===== src/hw/rtl/battery_level_gauge_defines.svh =====
// ----------------------------------------------------------------------------
// Battery level gauge assertion macros
// Shared concurrent check macros, sampled on clk and disabled in reset.
// ----------------------------------------------------------------------------
`ifndef BATTERY_LEVEL_GAUGE_DEFINES_SVH
`define BATTERY_LEVEL_GAUGE_DEFINES_SVH

// Same-cycle implication.
`define BLG_ASSERT_IMPL(label, ante, cons) \
  label: assert property (@(posedge clk) disable iff (rst) (ante) |-> (cons)) \
    else $error("battery level gauge check failed");

// Next-cycle implication.
`define BLG_ASSERT_NEXT(label, ante, cons) \
  label: assert property (@(posedge clk) disable iff (rst) (ante) |=> (cons)) \
    else $error("battery level gauge check failed");

`endif


===== src/hw/rtl/blg_pkg.sv =====
// ----------------------------------------------------------------------------
// Battery level gauge package
// Field widths, status codes and configuration register indexes.
// ----------------------------------------------------------------------------
package blg_pkg;

  localparam int THR_BITS       = 12;
  localparam int HYST_BITS      = 10;
  localparam int SHIFT_BITS     = 4;
  localparam int LIMIT_BITS     = 3;
  localparam int LEVEL_BITS     = 3;
  localparam int CFG_INDEX_BITS = 3;
  localparam int CFG_DATA_BITS  = 12;

  typedef enum logic [2:0] {
    ST_UNAVAILABLE = 3'd0,
    ST_FAULT       = 3'd1,
    ST_CHARGING    = 3'd2,
    ST_COMPLETE    = 3'd3,
    ST_LOW         = 3'd4,
    ST_ON_BATTERY  = 3'd5
  } status_t;

  typedef enum logic [CFG_INDEX_BITS-1:0] {
    REG_THRESHOLD_ONE     = 3'd0,
    REG_THRESHOLD_TWO     = 3'd1,
    REG_THRESHOLD_THREE   = 3'd2,
    REG_HYSTERESIS_COUNTS = 3'd3,
    REG_AVERAGE_SHIFT     = 3'd4,
    REG_LOW_LEVEL_LIMIT   = 3'd5
  } cfg_reg_t;

endpackage


===== src/hw/rtl/blg_read_if.sv =====
// ----------------------------------------------------------------------------
// Battery read channel
// Valid/ready channel carrying one ADC read and the charger pins.
// ----------------------------------------------------------------------------
interface blg_read_if #(
  parameter int SAMPLE_BITS = 12
);
  logic                   valid;
  logic                   ready;
  logic                   read_valid;
  logic [SAMPLE_BITS-1:0] sample;
  logic                   power_good;
  logic                   charge_active;

  modport source (output valid, read_valid, sample, power_good, charge_active,
                  input ready);
  modport sink   (input valid, read_valid, sample, power_good, charge_active,
                  output ready);
endinterface


===== src/hw/rtl/blg_result_if.sv =====
// ----------------------------------------------------------------------------
// Battery result channel
// Valid/ready channel carrying the gauge level, status and running average.
// ----------------------------------------------------------------------------
interface blg_result_if
  import blg_pkg::*;
#(
  parameter int SAMPLE_BITS = 12
);
  logic                   valid;
  logic                   ready;
  logic [LEVEL_BITS-1:0]  battery_level;
  status_t                battery_status;
  logic [SAMPLE_BITS-1:0] filtered_value;

  modport source (output valid, battery_level, battery_status, filtered_value,
                  input ready);
  modport sink   (input valid, battery_level, battery_status, filtered_value,
                  output ready);
endinterface


===== src/hw/rtl/battery_level_gauge.sv =====
// ----------------------------------------------------------------------------
// Battery level gauge
// Running-average filter on ADC reads, hysteresis level quantizer and status.
// ----------------------------------------------------------------------------
// Usage:
//   reads   : one transfer per ADC read (read_valid, sample, charger pins).
//   results : one transfer per read: battery_level, battery_status and
//             filtered_value, all taken after that read is applied.
//   cfg_*   : write port for thresholds, hysteresis, filter shift and low
//             limit; write only while no read is in flight.
// The read register loads on the read transfer and the filter/quantizer
// update then loads the result register from it, once that register is
// empty or being emptied. One read is taken per cycle while the receiver
// does not stall; the single filter/quantizer update per cycle is what
// sets that rate.
// Reset clears the average, level and read history and loads the register
// defaults; results then report unavailable (fault on a charging pin
// without power) with level zero until the first good read.
// When the receiver stalls, the result register holds, the read register
// fills and then reads back-pressure; no transfer is dropped or repeated.
// ----------------------------------------------------------------------------
`include "battery_level_gauge_defines.svh"

module battery_level_gauge
  import blg_pkg::*;
#(
  parameter int SAMPLE_BITS = 12
) (
  input  logic                      clk,
  input  logic                      rst,
  blg_read_if.sink                  reads,
  blg_result_if.source              results,
  input  logic                      cfg_we,
  input  logic [CFG_INDEX_BITS-1:0] cfg_index,
  input  logic [CFG_DATA_BITS-1:0]  cfg_data
);

  // Compare width: holds the average, a threshold plus hysteresis and a sign.
  localparam int MAXW = (SAMPLE_BITS > THR_BITS) ? SAMPLE_BITS : THR_BITS;
  localparam int CW   = MAXW + 2;
  localparam int DW   = SAMPLE_BITS + 1;

  typedef struct packed {
    logic                   read_valid;
    logic [SAMPLE_BITS-1:0] sample;
    logic                   power_good;
    logic                   charge_active;
  } read_t;

  // Configuration registers
  logic [THR_BITS-1:0]   threshold_one;
  logic [THR_BITS-1:0]   threshold_two;
  logic [THR_BITS-1:0]   threshold_three;
  logic [HYST_BITS-1:0]  hysteresis_counts;
  logic [SHIFT_BITS-1:0] average_shift;
  logic [LIMIT_BITS-1:0] low_level_limit;

  // Gauge state; average_loaded doubles as "a valid read was ever seen"
  logic [SAMPLE_BITS-1:0] running_average;
  logic                   average_loaded;
  logic [LEVEL_BITS-1:0]  current_level;
  logic                   last_read_good;

  // Read register and result register
  logic  s1_valid;
  read_t s1;
  logic  advance;

  logic [SAMPLE_BITS-1:0] running_average_next;
  logic [LEVEL_BITS-1:0]  current_level_next;
  status_t                status_next;

  // --------------------------------------------------------------------------
  // Configuration writes; indexes past the list are ignored.
  // --------------------------------------------------------------------------
  always_ff @(posedge clk) begin
    if (rst) begin
      threshold_one     <= THR_BITS'(1024);
      threshold_two     <= THR_BITS'(2048);
      threshold_three   <= THR_BITS'(3072);
      hysteresis_counts <= HYST_BITS'(32);
      average_shift     <= SHIFT_BITS'(3);
      low_level_limit   <= LIMIT_BITS'(1);
    end else if (cfg_we) begin
      unique case (cfg_index)
        REG_THRESHOLD_ONE:     threshold_one     <= cfg_data[THR_BITS-1:0];
        REG_THRESHOLD_TWO:     threshold_two     <= cfg_data[THR_BITS-1:0];
        REG_THRESHOLD_THREE:   threshold_three   <= cfg_data[THR_BITS-1:0];
        REG_HYSTERESIS_COUNTS: hysteresis_counts <= cfg_data[HYST_BITS-1:0];
        REG_AVERAGE_SHIFT:     average_shift     <= cfg_data[SHIFT_BITS-1:0];
        REG_LOW_LEVEL_LIMIT:   low_level_limit   <= cfg_data[LIMIT_BITS-1:0];
        default: ;
      endcase
    end
  end

  // --------------------------------------------------------------------------
  // Handshake: the update stage advances whenever the result register is
  // empty or being emptied; the read register refills in the same cycle.
  // --------------------------------------------------------------------------
  assign advance     = !results.valid || results.ready;
  assign reads.ready = !s1_valid || advance;

  always_ff @(posedge clk) begin
    if (rst) begin
      s1_valid <= 1'b0;
    end else if (reads.ready) begin
      s1_valid <= reads.valid;
    end
  end

  always_ff @(posedge clk) begin
    if (reads.valid && reads.ready) begin
      s1.read_valid    <= reads.read_valid;
      s1.sample        <= reads.sample;
      s1.power_good    <= reads.power_good;
      s1.charge_active <= reads.charge_active;
    end
  end

  // --------------------------------------------------------------------------
  // Running average: add (sample - average) / 2^shift, truncated toward zero.
  // Arithmetic shift floors; bump by one when a negative difference lost bits.
  // --------------------------------------------------------------------------
  logic signed [DW-1:0] diff;
  logic signed [DW-1:0] quot;
  logic        [DW-1:0] lost_mask;
  logic                 round_up;
  logic signed [DW-1:0] sum;

  always_comb begin
    diff      = $signed({1'b0, s1.sample}) - $signed({1'b0, running_average});
    quot      = diff >>> average_shift;
    lost_mask = ~({DW{1'b1}} << average_shift);
    round_up  = diff[DW-1] && ((diff & lost_mask) != '0);
    sum       = $signed({1'b0, running_average}) + quot + $signed(DW'(round_up));
    if (!s1.read_valid) begin
      running_average_next = running_average;
    end else if (!average_loaded) begin
      running_average_next = s1.sample;
    end else begin
      running_average_next = sum[SAMPLE_BITS-1:0];
    end
  end

  // --------------------------------------------------------------------------
  // Level quantizer with hysteresis.
  // --------------------------------------------------------------------------
  logic signed [CW-1:0]  avg_c;
  logic signed [CW-1:0]  t1_c;
  logic signed [CW-1:0]  t2_c;
  logic signed [CW-1:0]  t3_c;
  logic signed [CW-1:0]  hyst_c;
  logic signed [CW-1:0]  thr_up;
  logic signed [CW-1:0]  thr_dn;
  logic [LEVEL_BITS-1:0] raw_level;

  always_comb begin
    avg_c  = $signed(CW'(running_average_next));
    t1_c   = $signed(CW'(threshold_one));
    t2_c   = $signed(CW'(threshold_two));
    t3_c   = $signed(CW'(threshold_three));
    hyst_c = $signed(CW'(hysteresis_counts));

    // Highest threshold exceeded wins, each tested on its own.
    raw_level = LEVEL_BITS'(1);
    if (avg_c > t1_c) raw_level = LEVEL_BITS'(2);
    if (avg_c > t2_c) raw_level = LEVEL_BITS'(3);
    if (avg_c > t3_c) raw_level = LEVEL_BITS'(4);

    // Threshold just above and just below the current level
    case (current_level)
      LEVEL_BITS'(1): thr_up = t1_c;
      LEVEL_BITS'(2): thr_up = t2_c;
      default:        thr_up = t3_c;
    endcase
    case (current_level)
      LEVEL_BITS'(2): thr_dn = t1_c;
      LEVEL_BITS'(3): thr_dn = t2_c;
      default:        thr_dn = t3_c;
    endcase

    current_level_next = current_level;
    if (s1.read_valid) begin
      if (!average_loaded) begin
        current_level_next = raw_level;
      end else if (raw_level > current_level && current_level <= LEVEL_BITS'(3) &&
                   avg_c > thr_up + hyst_c) begin
        current_level_next = raw_level;
      end else if (raw_level < current_level && current_level >= LEVEL_BITS'(2) &&
                   avg_c < thr_dn - hyst_c) begin
        current_level_next = raw_level;
      end
    end
  end

  // --------------------------------------------------------------------------
  // Status classification, on the state after this read.
  // --------------------------------------------------------------------------
  always_comb begin
    if (s1.charge_active && !s1.power_good) begin
      status_next = ST_FAULT;
    end else if (!(average_loaded || s1.read_valid)) begin
      status_next = ST_UNAVAILABLE;
    end else if (!s1.read_valid) begin
      status_next = ST_FAULT;
    end else if (s1.power_good) begin
      status_next = s1.charge_active ? ST_CHARGING : ST_COMPLETE;
    end else if (current_level_next <= low_level_limit) begin
      status_next = ST_LOW;
    end else begin
      status_next = ST_ON_BATTERY;
    end
  end

  // --------------------------------------------------------------------------
  // State update and result register.
  // --------------------------------------------------------------------------
  always_ff @(posedge clk) begin
    if (rst) begin
      running_average <= '0;
      average_loaded  <= 1'b0;
      current_level   <= '0;
      last_read_good  <= 1'b0;
      results.valid   <= 1'b0;
    end else if (advance) begin
      results.valid <= s1_valid;
      if (s1_valid) begin
        running_average <= running_average_next;
        average_loaded  <= average_loaded || s1.read_valid;
        current_level   <= current_level_next;
        last_read_good  <= s1.read_valid;
      end
    end
  end

  always_ff @(posedge clk) begin
    if (advance && s1_valid) begin
      results.battery_level  <= current_level_next;
      results.battery_status <= status_next;
      results.filtered_value <= running_average_next;
    end
  end

  // --------------------------------------------------------------------------
  // Checks
  // --------------------------------------------------------------------------
  `BLG_ASSERT_IMPL(a_level_range, average_loaded,
                   current_level >= LEVEL_BITS'(1) && current_level <= LEVEL_BITS'(4))
  `BLG_ASSERT_IMPL(a_empty_state, !average_loaded,
                   current_level == '0 && running_average == '0 && !last_read_good)
  `BLG_ASSERT_NEXT(a_stage_moves, s1_valid && advance, results.valid)
  `BLG_ASSERT_IMPL(a_unavail_level, results.valid && results.battery_status == ST_UNAVAILABLE,
                   results.battery_level == '0)

endmodule

===== src/flat_wrapper.sv =====
// flat-port wrapper written by rule: the top's interface ports become plain ports
module battery_level_gauge_flat import blg_pkg::*;
#(
  parameter int SAMPLE_BITS = 12
)
  (clk, rst, cfg_we, cfg_index, cfg_data, reads_valid, reads_read_valid, reads_sample, reads_power_good, reads_charge_active, reads_ready, results_valid, results_battery_level, results_battery_status, results_filtered_value, results_ready);
  blg_read_if #(.SAMPLE_BITS(SAMPLE_BITS)) reads_i ();
  blg_result_if #(.SAMPLE_BITS(SAMPLE_BITS)) results_i ();
  input  logic clk;
  input  logic rst;
  input  logic cfg_we;
  input  logic [CFG_INDEX_BITS-1:0] cfg_index;
  input  logic [CFG_DATA_BITS-1:0] cfg_data;
  input wire logic [$bits(reads_i.valid)-1:0] reads_valid;
  input wire logic [$bits(reads_i.read_valid)-1:0] reads_read_valid;
  input wire logic [$bits(reads_i.sample)-1:0] reads_sample;
  input wire logic [$bits(reads_i.power_good)-1:0] reads_power_good;
  input wire logic [$bits(reads_i.charge_active)-1:0] reads_charge_active;
  output wire logic [$bits(reads_i.ready)-1:0] reads_ready;
  output wire logic [$bits(results_i.valid)-1:0] results_valid;
  output wire logic [$bits(results_i.battery_level)-1:0] results_battery_level;
  output wire logic [$bits(results_i.battery_status)-1:0] results_battery_status;
  output wire logic [$bits(results_i.filtered_value)-1:0] results_filtered_value;
  input wire logic [$bits(results_i.ready)-1:0] results_ready;
  assign reads_i.valid = reads_valid;
  assign reads_i.read_valid = reads_read_valid;
  assign reads_i.sample = reads_sample;
  assign reads_i.power_good = reads_power_good;
  assign reads_i.charge_active = reads_charge_active;
  assign reads_ready = reads_i.ready;
  assign results_valid = results_i.valid;
  assign results_battery_level = results_i.battery_level;
  assign results_battery_status = results_i.battery_status;
  assign results_filtered_value = results_i.filtered_value;
  assign results_i.ready = results_ready;
  battery_level_gauge #(.SAMPLE_BITS(SAMPLE_BITS)) u_core (.clk(clk), .rst(rst), .reads(reads_i), .results(results_i), .cfg_we(cfg_we), .cfg_index(cfg_index), .cfg_data(cfg_data));
endmodule

===== config.mk =====
export PLATFORM = sky130hd
export DESIGN_NAME = battery_level_gauge_flat
export DESIGN_NICKNAME = d
export VERILOG_FILES = /design/src/hw/rtl/blg_pkg.sv /design/src/hw/rtl/blg_read_if.sv /design/src/hw/rtl/blg_result_if.sv /design/src/hw/rtl/battery_level_gauge.sv /design/src/flat_wrapper.sv
export VERILOG_INCLUDE_DIRS = /design/src /design/src/hw/rtl
export SDC_FILE = /design/constraint.sdc
export NUM_CORES = 1
export LEC_CHECK = 0
export CAP_MARGIN = 10
export CELL_PAD_IN_SITES_DETAIL_PLACEMENT = 1
export CELL_PAD_IN_SITES_GLOBAL_PLACEMENT = 2
export CORE_MARGIN = 2
export CORE_UTILIZATION = 35
export DETAILED_ROUTE_END_ITERATION = 8
export DONT_BUFFER_PORTS = 1
export PLACE_DENSITY_LB_ADDON = 0.1
export RECOVER_POWER = 50
export SYNTH_ARGS = -nofsm -noshare
export SYNTH_HDL_FRONTEND = slang
export SYNTH_SLANG_ARGS = --single-unit

===== constraint.sdc =====
create_clock -name clk -period 10.8 [get_ports clk]
set_input_delay 2.16 -clock clk [delete_from_list [all_inputs] [get_ports clk]]
set_output_delay 2.16 -clock clk [all_outputs]
set_load 0.005 [all_outputs]

# Yosys cells after proc, flatten, opt, wreduce, memory -nomap -nowiden
# Index checks and enable logic that the tools add are counted.
[totals]
register_bits = 104
output_inout_bits = 20
elab_cells = 88
[op_classes]
n_addsub = 5
n_lt_le_gt_ge = 10
n_eq_ne = 8
shifts = 2
mux = 16
n_bitwise = 4
reduce_logical = 24
[ops]
columns = ["cell", "n"]
rows = [
  ["$pmux W12 S2", 2],
  ["$gt A12 B12 Y1", 3],
  ["$mux W12", 2],
  ["$mux W3", 6],
  ["$gt A13 B14 Y1", 1],
  ["$lt A13 B14 Y1", 1],
  ["$reduce_and A2 Y1", 7],
  ["$add A12 B10 Y13", 1],
  ["$and A13 B13 Y13", 1],
  ["$not A13 Y13", 1],
  ["$reduce_bool A13 Y1", 1],
  ["$shl A13 B4 Y13 const A", 1],
  ["$sshr A13 B4 Y12", 1],
  ["$sub A12 B10 Y13", 1],
  ["$sub A12 B12 Y13", 1],
  ["$add A12 B12 Y12", 1],
  ["$add A12 B2 Y12", 1],
  ["$eq A3 B2 Y1 const B", 4],
  ["$logic_and A1 B1 Y1", 8],
  ["$eq A3 B1 Y1 const B", 2],
  ["$eq A3 B3 Y1 const B", 2],
  ["$mux W1", 4],
  ["$mux W2", 2],
  ["$ge A3 B2 Y1 const B", 1],
  ["other kinds (9)", 14],
]

# Depth between registers and ports, before layout
# Gate-level depths: netlist (run 1).
[logic_depth]
word_depth = 24
mapped_depth = 46

# Worst setup path after synthesis (run 1)
# No wires, ideal clock.
[synth_path]
path_kind = "reg-to-reg"
from = "register u_core.s1[2] in the netlist's numbering"
to = "register u_core.results.battery_status[0], data pin"
setup_time_ns = 0.272
t_arrival_ns = 8.291
t_required_ns = 10.528
setup_slack_ns = 2.237
path_stages_with_launch = 44
period_less_slack_ns = 8.563
cell_sequence = "edfxtp_1 > inv_1 > ha_1 > inv_1 > fa_1 > a211oi_2 > o21ai_1 > a311o_1 > a21oi_4 > xor2_1 > mux4_2 > a21oi_1 > a21oi_1 > fa_1 > inv_1 > fa_1 > a21o_1 > a21oi_1 > (+8 left out) > a211oi_1 > a21oi_1 > a2bb2oi_1 > ha_1 > nor2b_1 > o21ai_0 > nor4b_1 > o21ai_0 > a21o_1 > o211ai_1 > nand2_1 > mux2_2 > ha_1 > a21o_1 > a21oi_1 > a31oi_1 > o211ai_1 > o221ai_1"
[synth_via]
elab_chain_cells = 23
elab_cells_between_ends = 32
[synth_rtl]
columns = ["item", "line", "rtl"]
rows = [
  ["start: declaration", "battery_level_gauge.sv:66", "read_t s1;"],
  ["$sub A12 B12 Y13 (*)", "battery_level_gauge.sv:132", "diff = $signed({1'b0, s1.sample}) - $signed({1'b0, running_average});"],
  ["branches (longest 3 deep; another with $add A12 B12 Y12)", "--", ""],
  ["$add A12 B2 Y12 (*)", "battery_level_gauge.sv:136", "sum = $signed({1'b0, running_average}) + quot + $signed(DW'(round_up));"],
  ["$mux W12 (*)", "battery_level_gauge.sv:139", "end else if (!average_loaded) begin"],
  ["$mux W12 (*)", "battery_level_gauge.sv:137", "if (!s1.read_valid) begin"],
  ["named net u_core.running_average_next[10]", "battery_level_gauge.sv:69", "logic [SAMPLE_BITS-1:0] running_average_next;"],
  ["$gt A12 B12 Y1", "battery_level_gauge.sv:167", "if (avg_c > t1_c) raw_level = LEVEL_BITS'(2);"],
  ["$mux W2", "battery_level_gauge.sv:167", ""],
  ["(+7 left out)", "--", ""],
  ["$mux W3 (*)", "battery_level_gauge.sv:185", "if (!average_loaded) begin"],
  ["$mux W3 (*)", "battery_level_gauge.sv:184", "if (s1.read_valid) begin"],
  ["named net u_core.current_level_next[1]", "battery_level_gauge.sv:70", "logic [LEVEL_BITS-1:0] current_level_next;"],
  ["$le A3 B3 Y1 (*)", "battery_level_gauge.sv:209", "end else if (current_level_next <= low_level_limit) begin"],
  ["$mux W1 (*)", "battery_level_gauge.sv:209", ""],
  ["$mux W3 (*)", "battery_level_gauge.sv:207", "end else if (s1.power_good) begin"],
  ["$mux W1 (*)", "battery_level_gauge.sv:205", "end else if (!s1.read_valid) begin"],
  ["$mux W1 (*)", "battery_level_gauge.sv:203", "end else if (!(average_loaded || s1.read_valid)) begin"],
  ["end signal: assignment", "battery_level_gauge.sv:240", "results.battery_status <= status_next;"],
  ["end: declaration", "blg_result_if.sv:16", "modport source (output valid, battery_level, battery_status, filtered_value,"],
]
# Mark *: on every way through the listed nets, which the timed path passes.
# A chain may end at the register's enable or synchronous reset.

# Final worst setup path (run 1)
# Ends and elaborated chain as after synthesis.

==> impl_metrics.prom, run 1 <==
# TYPE chip_impl_metric gauge
chip_impl_metric{name="synthesis.yosys.warnings",unit=""} 0
chip_impl_metric{name="drive_gt1_frac",unit=""} 0.0507
chip_impl_metric{name="post_synthesis_instance_area",unit="um^2"} 8880
chip_impl_info{name="worstSetupEndpointType",value="register"} 1
chip_impl_metric{name="setup_viol",unit=""} 0
chip_impl_info{name="worstSetupStartpointType",value="register"} 1
chip_impl_metric{name="viasPerCell",unit=""} 5.60
chip_impl_metric{name="share_comb_of_total_power",unit=""} 0.344
chip_impl_metric{name="critical_path_required",unit="ns"} 10.90
chip_impl_metric{name="finalClockSkew",unit="ns"} 0.0108
chip_impl_metric{name="n_antenna_cell",unit=""} 0
chip_impl_metric{name="number_of_drc_markers_in_iteration_0",unit=""} 461
chip_impl_info{name="synth_top_area_cells",value="sky130_fd_sc_hd__dfxtp_1, sky130_fd_sc_hd__ha_1, sky130_fd_sc_hd__edfxtp_1"} 1
chip_impl_metric{name="worst_skew_pair_latency",unit="ns"} 0.37
chip_impl_metric{name="antenna_found_initial",unit=""} 0
chip_impl_metric{name="report.final.slew_viol_count",unit=""} 0
chip_impl_metric{name="maxCapViolCount",unit=""} 0
chip_impl_metric{name="cts_buffers",unit=""} 9
chip_impl_metric{name="yosysSeqAreaShare",unit=""} 0.272
chip_impl_metric{name="ys_ff_latch",unit=""} 104
chip_impl_metric{name="grt_start_max_net_pins",unit=""} 68
chip_impl_metric{name="netlist.area_leader.share",unit=""} 0.160
chip_impl_metric{name="floorplan.io_pins",unit=""} 55
chip_impl_metric{name="clock_power_share",unit=""} 0.286
chip_impl_metric{name="netlist_instances",unit=""} 1127
chip_impl_metric{name="clk_path_buf_depth",unit=""} 2
chip_impl_metric{name="synth.avg_cell_area",unit="um^2"} 7.88
chip_impl_metric{name="drc",unit=""} 0
chip_impl_metric{name="ir_worst_vdd",unit="V"} 0.000101
chip_impl_metric{name="floorplan.initialDensity",unit=""} 0.355
chip_impl_metric{name="firstDrtPassIters",unit=""} 7
chip_impl_metric{name="asyncSetResetFlopFracSynth",unit=""} 0
chip_impl_info{name="post_synth_top_area_cell",value="sky130_fd_sc_hd__dfxtp_1"} 1
chip_impl_metric{name="layout.nets",unit=""} 1247
chip_impl_metric{name="first_global_vias",unit=""} 7957
chip_impl_metric{name="synth.lib_cells_used.distinct",unit=""} 64
chip_impl_metric{name="routabilityCongestion",unit=""} 0.883
chip_impl_metric{name="report.power.total",unit="W"} 0.00119
chip_impl_metric{name="syn2layout_area_growth",unit="%"} 7.06
chip_impl_metric{name="switching_share",unit=""} 0.372
chip_impl_metric{name="setup_total_negative_slack",unit="ns"} 0
chip_impl_metric{name="hold_viol",unit=""} 0
chip_impl_metric{name="fillers",unit=""} 3073
chip_impl_info{name="kind_of_critical_path",value="register to register"} 1
chip_impl_metric{name="fmax",unit="MHz"} 102
chip_impl_metric{name="grt_resource_usage_total",unit=""} 0.243
chip_impl_metric{name="routed_wire_length_per_instance",unit="um"} 22.0
chip_impl_metric{name="slew-limit-headroom",unit=""} 0.214
chip_impl_metric{name="worst_pin_slew",unit="ns"} 1.18
chip_impl_metric{name="postRouteAntennaNets",unit=""} 0
chip_impl_info{name="ctsRootBufferMaster",value="sky130_fd_sc_hd__clkbuf_16"} 1
chip_impl_metric{name="power.sequential.fraction",unit=""} 0.370
chip_impl_info{name="hold_path.class",value="register to register"} 1
chip_impl_metric{name="worstPathArrival",unit="ns"} 9.87
chip_impl_metric{name="hold_buffers",unit=""} 0
chip_impl_metric{name="dieArea",unit="um^2"} 26700
chip_impl_metric{name="power_switching",unit="W"} 0.000442
chip_impl_info{name="status",value="finished, final reports clean"} 1
chip_impl_metric{name="clkTransAtPathRegs",unit="ns"} 0.08
chip_impl_info{name="layout.cells.most_common",value="sky130_fd_sc_hd__nand2_1"} 1
chip_impl_metric{name="internal_power",unit="W"} 0.000746
chip_impl_metric{name="design_area",unit="um^2"} 9510
chip_impl_metric{name="core",unit="um^2"} 25000
chip_impl_metric{name="floorplan.die.height",unit="um"} 163
chip_impl_metric{name="dpl-instance-area",unit="um^2"} 9210
chip_impl_info{name="final_cell_mix",value="sky130_fd_sc_hd__nand2_1, sky130_fd_sc_hd__a21oi_1, sky130_fd_sc_hd__ha_1"} 1
chip_impl_metric{name="die_x",unit="um"} 163
chip_impl_metric{name="place.detailed.hpwl",unit="mm"} 25.1
chip_impl_metric{name="slowest_delay",unit="ns"} 0.46
chip_impl_metric{name="row_count",unit=""} 58
chip_impl_metric{name="clkSinkCount",unit=""} 104
chip_impl_metric{name="synth_edf_count",unit=""} 33
chip_impl_metric{name="globalRouteOverflowTotal",unit=""} 0
chip_impl_metric{name="grt_first_pass_wirelength",unit="mm"} 48.7
chip_impl_info{name="worst_path_max_delay_cell",value="sky130_fd_sc_hd__fa_1"} 1
chip_impl_metric{name="total_via_count_in_the_routed_design",unit=""} 8038
chip_impl_metric{name="p_leak",unit="nW"} 3.69
chip_impl_metric{name="p_per_area",unit="nW/um^2"} 125
chip_impl_metric{name="synth_fp_nets",unit=""} 1274
chip_impl_metric{name="finalCriticalPeriod",unit="ns"} 9.77
chip_impl_info{name="rsz0062_at_grt",value="false"} 1
chip_impl_info{name="ys_dominant_reg_cell",value="sky130_fd_sc_hd__dfxtp_1"} 1
chip_impl_metric{name="numPortBuffers",unit=""} 0
chip_impl_metric{name="finalCritPeriodShare",unit=""} 0.905
chip_impl_info{name="cts_tree",value="yes"} 1
chip_impl_metric{name="worstPathMaxFanout",unit=""} 6
chip_impl_metric{name="drt_wl_total",unit="mm"} 31.6
chip_impl_metric{name="htree_num_levels",unit=""} 3
-- power by group through the flow --
stage / clock network, W / registers, W / logic (W)
6_report: 0.000339 / 0.000440 / 0.000409
3_5_place_dp: 0 / 0.000449 / 0.000404
2_1_floorplan: 0 / 0.000438 / 0.000294
5_1_grt: 0.000364 / 0.000443 / 0.000456
3_3_place_gp: 0 / 0.000448 / 0.000402
4_1_cts: 0.000350 / 0.000440 / 0.000407
-- routing by layer --
layer / GRT usage / part of all wire / up-vias / wire, um
met2: 0.342 / 0.40 / 127 / 12600
met5: 0 / 0 / - / 0
met4: 0.0402 / 0.0087 / 0 / 275
met3: 0.0419 / 0.041 / 15 / 1300
met1: 0.386 / 0.55 / 3907 / 17400
li1: - / - / 3989 / -
-- repair_timing --
item                       CTS  global route
gates resized for setup      0             1
setup buffers                0             0
setup endpoints to repair    0             1
-- path summary, 6_finish.rpt --
check	from	cells past startpoint	slack [ns]	to
worst max-delay path	u_core.s1[2]$_DFFE_PP_	44	1.03	u_core.results.battery_status[0]$_SDFFCE_PP1P_
worst min register to register	u_core.threshold_one[4]$_SDFFE_PP0P_	2	0.49	u_core.threshold_one[4]$_SDFFE_PP0P_
worst min-delay path	u_core.threshold_one[4]$_SDFFE_PP0P_	2	0.49	u_core.threshold_one[4]$_SDFFE_PP0P_
worst max register to register	u_core.s1[2]$_DFFE_PP_	44	1.03	u_core.results.battery_status[0]$_SDFFCE_PP1P_
-- cell families (layout without fill, tap and decap cells) --
| logic type | after synthesis | after routing | share of synthesized area |
|---|---|---|---|
| simple gates | 334 | 334 | 0.169 |
| fa+ha+maj | 112 | 112 | 0.162 |
| compound gates | 353 | 353 | 0.246 |
| flops | 104 | 104 | 0.272 |
| mux | 47 | 47 | 0.0582 |
| xor+xnor | 32 | 32 | 0.0324 |
| buf+inv | 145 | 123 | 0.0613 |
-- synthesized netlist by cell type (3+ instances only) --
cell and number:
sky130_fd_sc_hd__and2_1 8, sky130_fd_sc_hd__nand3_1 26, sky130_fd_sc_hd__a21oi_1 123, sky130_fd_sc_hd__o211ai_1 15, sky130_fd_sc_hd__o211a_1 3, sky130_fd_sc_hd__nor2_1 78
sky130_fd_sc_hd__nor4_1 5, sky130_fd_sc_hd__nor3_1 16, sky130_fd_sc_hd__nor2b_1 12, sky130_fd_sc_hd__a211o_1 5, sky130_fd_sc_hd__clkbuf_1 48, sky130_fd_sc_hd__edfxtp_1 33
sky130_fd_sc_hd__nand2_1 139, sky130_fd_sc_hd__nand4_1 16, sky130_fd_sc_hd__or3_1 5, sky130_fd_sc_hd__xor2_1 14, sky130_fd_sc_hd__o21a_1 12, sky130_fd_sc_hd__o21bai_1 4
sky130_fd_sc_hd__o21ai_0 82, sky130_fd_sc_hd__dfxtp_1 71, sky130_fd_sc_hd__fa_1 5, sky130_fd_sc_hd__mux4_2 3, sky130_fd_sc_hd__a31oi_1 10, sky130_fd_sc_hd__buf_1 5
sky130_fd_sc_hd__nand2b_1 15, sky130_fd_sc_hd__o22ai_1 10, sky130_fd_sc_hd__o21ai_1 3, sky130_fd_sc_hd__and3_1 4, sky130_fd_sc_hd__a211oi_1 18, sky130_fd_sc_hd__mux2i_1 37
sky130_fd_sc_hd__o41ai_1 3, sky130_fd_sc_hd__a21o_1 29, sky130_fd_sc_hd__or2_2 5, sky130_fd_sc_hd__xnor2_1 17, sky130_fd_sc_hd__mux2_2 7, sky130_fd_sc_hd__ha_1 107
sky130_fd_sc_hd__o31ai_1 4, sky130_fd_sc_hd__o221ai_1 8, sky130_fd_sc_hd__inv_1 90
-- worst max-delay path, delay by kind of cell, from the launching register on --
family                     cells  cell delay (ns)
DFF                            1             0.39
AOI/OAI and AO/OA             24             4.98
buffers and inverters          4             0.38
and+or+nand+nor                5             0.74
muxes                          2             0.55
xor gates and xnor gates       2             0.22
adders and majority gates      7             2.22
-- stage by stage --
step / hold WS (ns) / util / std cells / setup slack, ns
after floorplan: 0.449 / - / 1127 / 2.24
after global placement: 0.474 / 0.368 / 1419 / 1.21
after detailed placement: 0.486 / 0.368 / 1419 / 0.893
after CTS: 0.497 / 0.380 / 1435 / 0.834
after global routing: 0.538 / 0.380 / 1435 / 0.186
final: 0.493 / 0.380 / 1435 / 1.03
-- area by class of cell --
| class | instances | area, um^2 | area share |
|---|---|---|---|
| multi-input combinational | 878 | 5930 | 0.624 |
| tap | 330 | 413 | 0.0434 |
| clock inverter | 7 | 71.3 | 0.00750 |
| sequential | 104 | 2410 | 0.254 |
| inverter | 92 | 345 | 0.0363 |
| clock buffer | 9 | 225 | 0.0237 |
| timing repair buffer | 15 | 113 | 0.0118 |
-- registers in the layout (all words and copies together), names as in the netlist --
signal,count
u_core.s1_valid,1
u_core.s1,15
u_core.hysteresis_counts,10
u_core.average_shift,4
u_core.threshold_two,12
u_core.results.valid,1
u_core.results.filtered_value,12
u_core.results.battery_level,3
u_core.threshold_one,12
u_core.threshold_three,12
u_core.current_level,3
u_core.low_level_limit,3
u_core.running_average,12
u_core.average_loaded,1
u_core.results.battery_status,3
Note: power is estimated with default switching activity, not from simulation.
==> inputs of run 2 (changes only) <==
Settings changed: REMOVE_ABC_BUFFERS set to 1.
==> run 2 against run 1 <==
  * Cell count hardly changed
  * Clock skew is 0.0022 ns higher
  * Worst hold slack worse by 0.016 ns
  * Worst setup slack worse by 0.030 ns
  * Sequential cell count stayed put
  * Critical endpoint unchanged
  * Fmax is 0.30% lower
  * Routed wire length is 3.9% lower
  * Final area is 0.16% higher
  * Clock power is 5% higher
==> impl_metrics.prom, run 2 (synthesis results as in run 1) <==
# TYPE chip_impl_metric gauge
chip_impl_metric{name="finalClockSkew",unit="ns"} 0.0130
chip_impl_info{name="ctsRootBufferMaster",value="sky130_fd_sc_hd__clkbuf_16"} 1
chip_impl_metric{name="finalCritPeriodShare",unit=""} 0.907
chip_impl_metric{name="final_critical_path_setup_slack",unit="ns"} 1.00
chip_impl_metric{name="htree_num_levels",unit=""} 3
chip_impl_metric{name="share_comb_of_total_power",unit=""} 0.332
chip_impl_metric{name="fillers",unit=""} 3081
chip_impl_metric{name="numPortBuffers",unit=""} 0
chip_impl_metric{name="grt_resource_usage_total",unit=""} 0.235
chip_impl_metric{name="total_via_count_in_the_routed_design",unit=""} 7922
chip_impl_metric{name="syn2layout_area_growth",unit="%"} 7.23
chip_impl_metric{name="worstPathMaxFanout",unit=""} 6
chip_impl_metric{name="instances_no_fill",unit=""} 1434
chip_impl_info{name="status",value="finished, final reports clean"} 1
chip_impl_metric{name="finalCriticalPeriod",unit="ns"} 9.80
chip_impl_metric{name="largest_reg_flops",unit=""} 15
chip_impl_metric{name="post-cts-setup-buffer-count",unit=""} 0
chip_impl_metric{name="design_area",unit="um^2"} 9520
chip_impl_metric{name="r2r_setup_slack",unit="ns"} 1.00
chip_impl_metric{name="row_count",unit=""} 58
chip_impl_metric{name="grt_first_pass_wirelength",unit="mm"} 47.5
chip_impl_metric{name="cts_buffers",unit=""} 9
chip_impl_metric{name="drt_wl_total",unit="mm"} 30.4
chip_impl_metric{name="layout.nets",unit=""} 1246
chip_impl_metric{name="viasPerCell",unit=""} 5.52
chip_impl_metric{name="dpl-instance-area",unit="um^2"} 9200
chip_impl_metric{name="slew-limit-headroom",unit=""} 0.194
chip_impl_metric{name="clk_path_buf_depth",unit=""} 2
chip_impl_info{name="kind_of_critical_path",value="register to register"} 1
chip_impl_metric{name="critical_path_required",unit="ns"} 10.90
chip_impl_metric{name="ir_worst_vdd",unit="V"} 0.0000797
chip_impl_metric{name="clkTransAtPathRegs",unit="ns"} 0.08
chip_impl_metric{name="crit_buf_inv",unit=""} 2
chip_impl_metric{name="p_per_area",unit="nW/um^2"} 125
chip_impl_metric{name="internal_power",unit="W"} 0.000760
chip_impl_metric{name="routabilityCongestion",unit=""} 0.861
chip_impl_metric{name="postRouteAntennaNets",unit=""} 0
chip_impl_metric{name="antenna_found_initial",unit=""} 0
chip_impl_metric{name="clock_power_share",unit=""} 0.300
chip_impl_metric{name="floorplan.die.height",unit="um"} 163
chip_impl_info{name="worstSetupEndpointType",value="register"} 1
chip_impl_metric{name="p_leak",unit="nW"} 3.69
chip_impl_metric{name="routed_wire_length_per_instance",unit="um"} 21.2
chip_impl_metric{name="setup_viol",unit=""} 0
chip_impl_info{name="top_register",value="u_core.s1"} 1
chip_impl_metric{name="number_of_drc_markers_in_iteration_0",unit=""} 362
chip_impl_metric{name="finish.utilization",unit=""} 0.380
chip_impl_metric{name="firstDrtPassIters",unit=""} 4
chip_impl_metric{name="drive_gt1_frac",unit=""} 0.0498
chip_impl_metric{name="hold_viol",unit=""} 0
chip_impl_metric{name="clkSinkCount",unit=""} 104
chip_impl_info{name="rsz0062_at_grt",value="false"} 1
chip_impl_metric{name="grt_start_max_net_pins",unit=""} 68
chip_impl_metric{name="floorplan.initialDensity",unit=""} 0.355
chip_impl_metric{name="globalRouteOverflowTotal",unit=""} 0
chip_impl_metric{name="maxCapViolCount",unit=""} 0
chip_impl_metric{name="die_x",unit="um"} 163
chip_impl_metric{name="place.detailed.hpwl",unit="mm"} 23.7
chip_impl_info{name="hold_path.class",value="register to register"} 1
chip_impl_metric{name="report.final.slew_viol_count",unit=""} 0
chip_impl_metric{name="drc",unit=""} 0
chip_impl_metric{name="fmax",unit="MHz"} 102
chip_impl_info{name="path_delay_family",value="compound AO/OA/AOI/OAI gates"} 1
chip_impl_info{name="timing.critical_path.mode_cell",value="sky130_fd_sc_hd__a21oi_1"} 1
chip_impl_metric{name="placement.setup.worst_slack",unit="ns"} 0.791
chip_impl_metric{name="dieArea",unit="um^2"} 26700
chip_impl_metric{name="first_global_vias",unit=""} 8122
chip_impl_info{name="final_cell_mix",value="sky130_fd_sc_hd__nand2_1, sky130_fd_sc_hd__a21oi_1, sky130_fd_sc_hd__ha_1"} 1
chip_impl_metric{name="floorplan.io_pins",unit=""} 55
chip_impl_metric{name="place.detailed.instances",unit=""} 1418
chip_impl_metric{name="setup_total_negative_slack",unit="ns"} 0
chip_impl_metric{name="power.sequential.fraction",unit=""} 0.368
chip_impl_metric{name="power_switching",unit="W"} 0.000430
chip_impl_info{name="worst_path_max_delay_cell",value="sky130_fd_sc_hd__mux4_2"} 1
chip_impl_info{name="worstSetupStartpointType",value="register"} 1
chip_impl_metric{name="slowest_delay",unit="ns"} 0.50
chip_impl_metric{name="worst_skew_pair_latency",unit="ns"} 0.37
chip_impl_info{name="cts_tree",value="yes"} 1
chip_impl_metric{name="worstPathArrival",unit="ns"} 9.90
chip_impl_info{name="layout.cells.most_common",value="sky130_fd_sc_hd__nand2_1"} 1
chip_impl_metric{name="switching_share",unit=""} 0.361
chip_impl_metric{name="core",unit="um^2"} 25000
chip_impl_metric{name="worst_pin_slew",unit="ns"} 1.21
chip_impl_metric{name="n_antenna_cell",unit=""} 0
run 2: worst paths after layout:
path,endpoint,cells after the start,startpoint
max,u_core.results.battery_status[0]$_SDFFCE_PP1P_,42,u_core.running_average[0]$_SDFFE_PP0P_
min,u_core.threshold_one[6]$_SDFFE_PP0P_,2,u_core.threshold_one[6]$_SDFFE_PP0P_
max reg2reg,u_core.results.battery_status[0]$_SDFFCE_PP1P_,42,u_core.running_average[0]$_SDFFE_PP0P_
min reg2reg,u_core.threshold_one[6]$_SDFFE_PP0P_,2,u_core.threshold_one[6]$_SDFFE_PP0P_
run 2: cell type report:
type / count / area, um^2 / area share
Sequential cell: 104 / 2410 / 0.253
Clock buffer: 10 / 250 / 0.0263
Timing Repair Buffer: 14 / 101 / 0.0106
Clock inverter: 6 / 67.6 / 0.00709
Inverter: 92 / 345 / 0.0363
Tap cell: 330 / 413 / 0.0434
Multi-Input combinational cell: 878 / 5930 / 0.623
run 2: power groups by stage:
| stage | combinational [W] | clock, W | sequential, W |
|---|---|---|---|
| floorplan | 0.000281 | 0 | 0.000445 |
| detailed placement | 0.000396 | 0 | 0.000447 |
| finish | 0.000395 | 0.000357 | 0.000438 |
| global route | 0.000445 | 0.000379 | 0.000440 |
| CTS | 0.000399 | 0.000370 | 0.000438 |
| global placement | 0.000394 | 0 | 0.000447 |
run 2: repair_timing:
| action | CTS | global route |
|---|---|---|
| gates resized for setup | 0 | 2 |
| endpoints found under the setup margin | 0 | 1 |
| hold buffers | 0 | 0 |
run 2: stage by stage:
| step | hold WS [ns] | power [W] |
|---|---|---|
| after floorplan | 0.443 | 0.000726 |
| after global placement | 0.460 | 0.000842 |
| after detailed placement | 0.467 | 0.000843 |
| after CTS | 0.477 | 0.00121 |
| after global routing | 0.501 | 0.00126 |
| final | 0.476 | 0.00119 |
run 2: tightest hold or removal path: stages (launching register included):
cell and delay, ns:
sky130_fd_sc_hd__dfxtp_1 0.33, sky130_fd_sc_hd__nand2_1 0.06, sky130_fd_sc_hd__a21oi_1 0.05
run 2: metal layers:
metal,GRT usage,part of all wire,up-vias
met5,0,0,-
met4,0.0732,0.024,0
met3,0.0246,0.019,28
met2,0.416,0.49,93
met1,0.298,0.46,3816
li1,-,-,3985
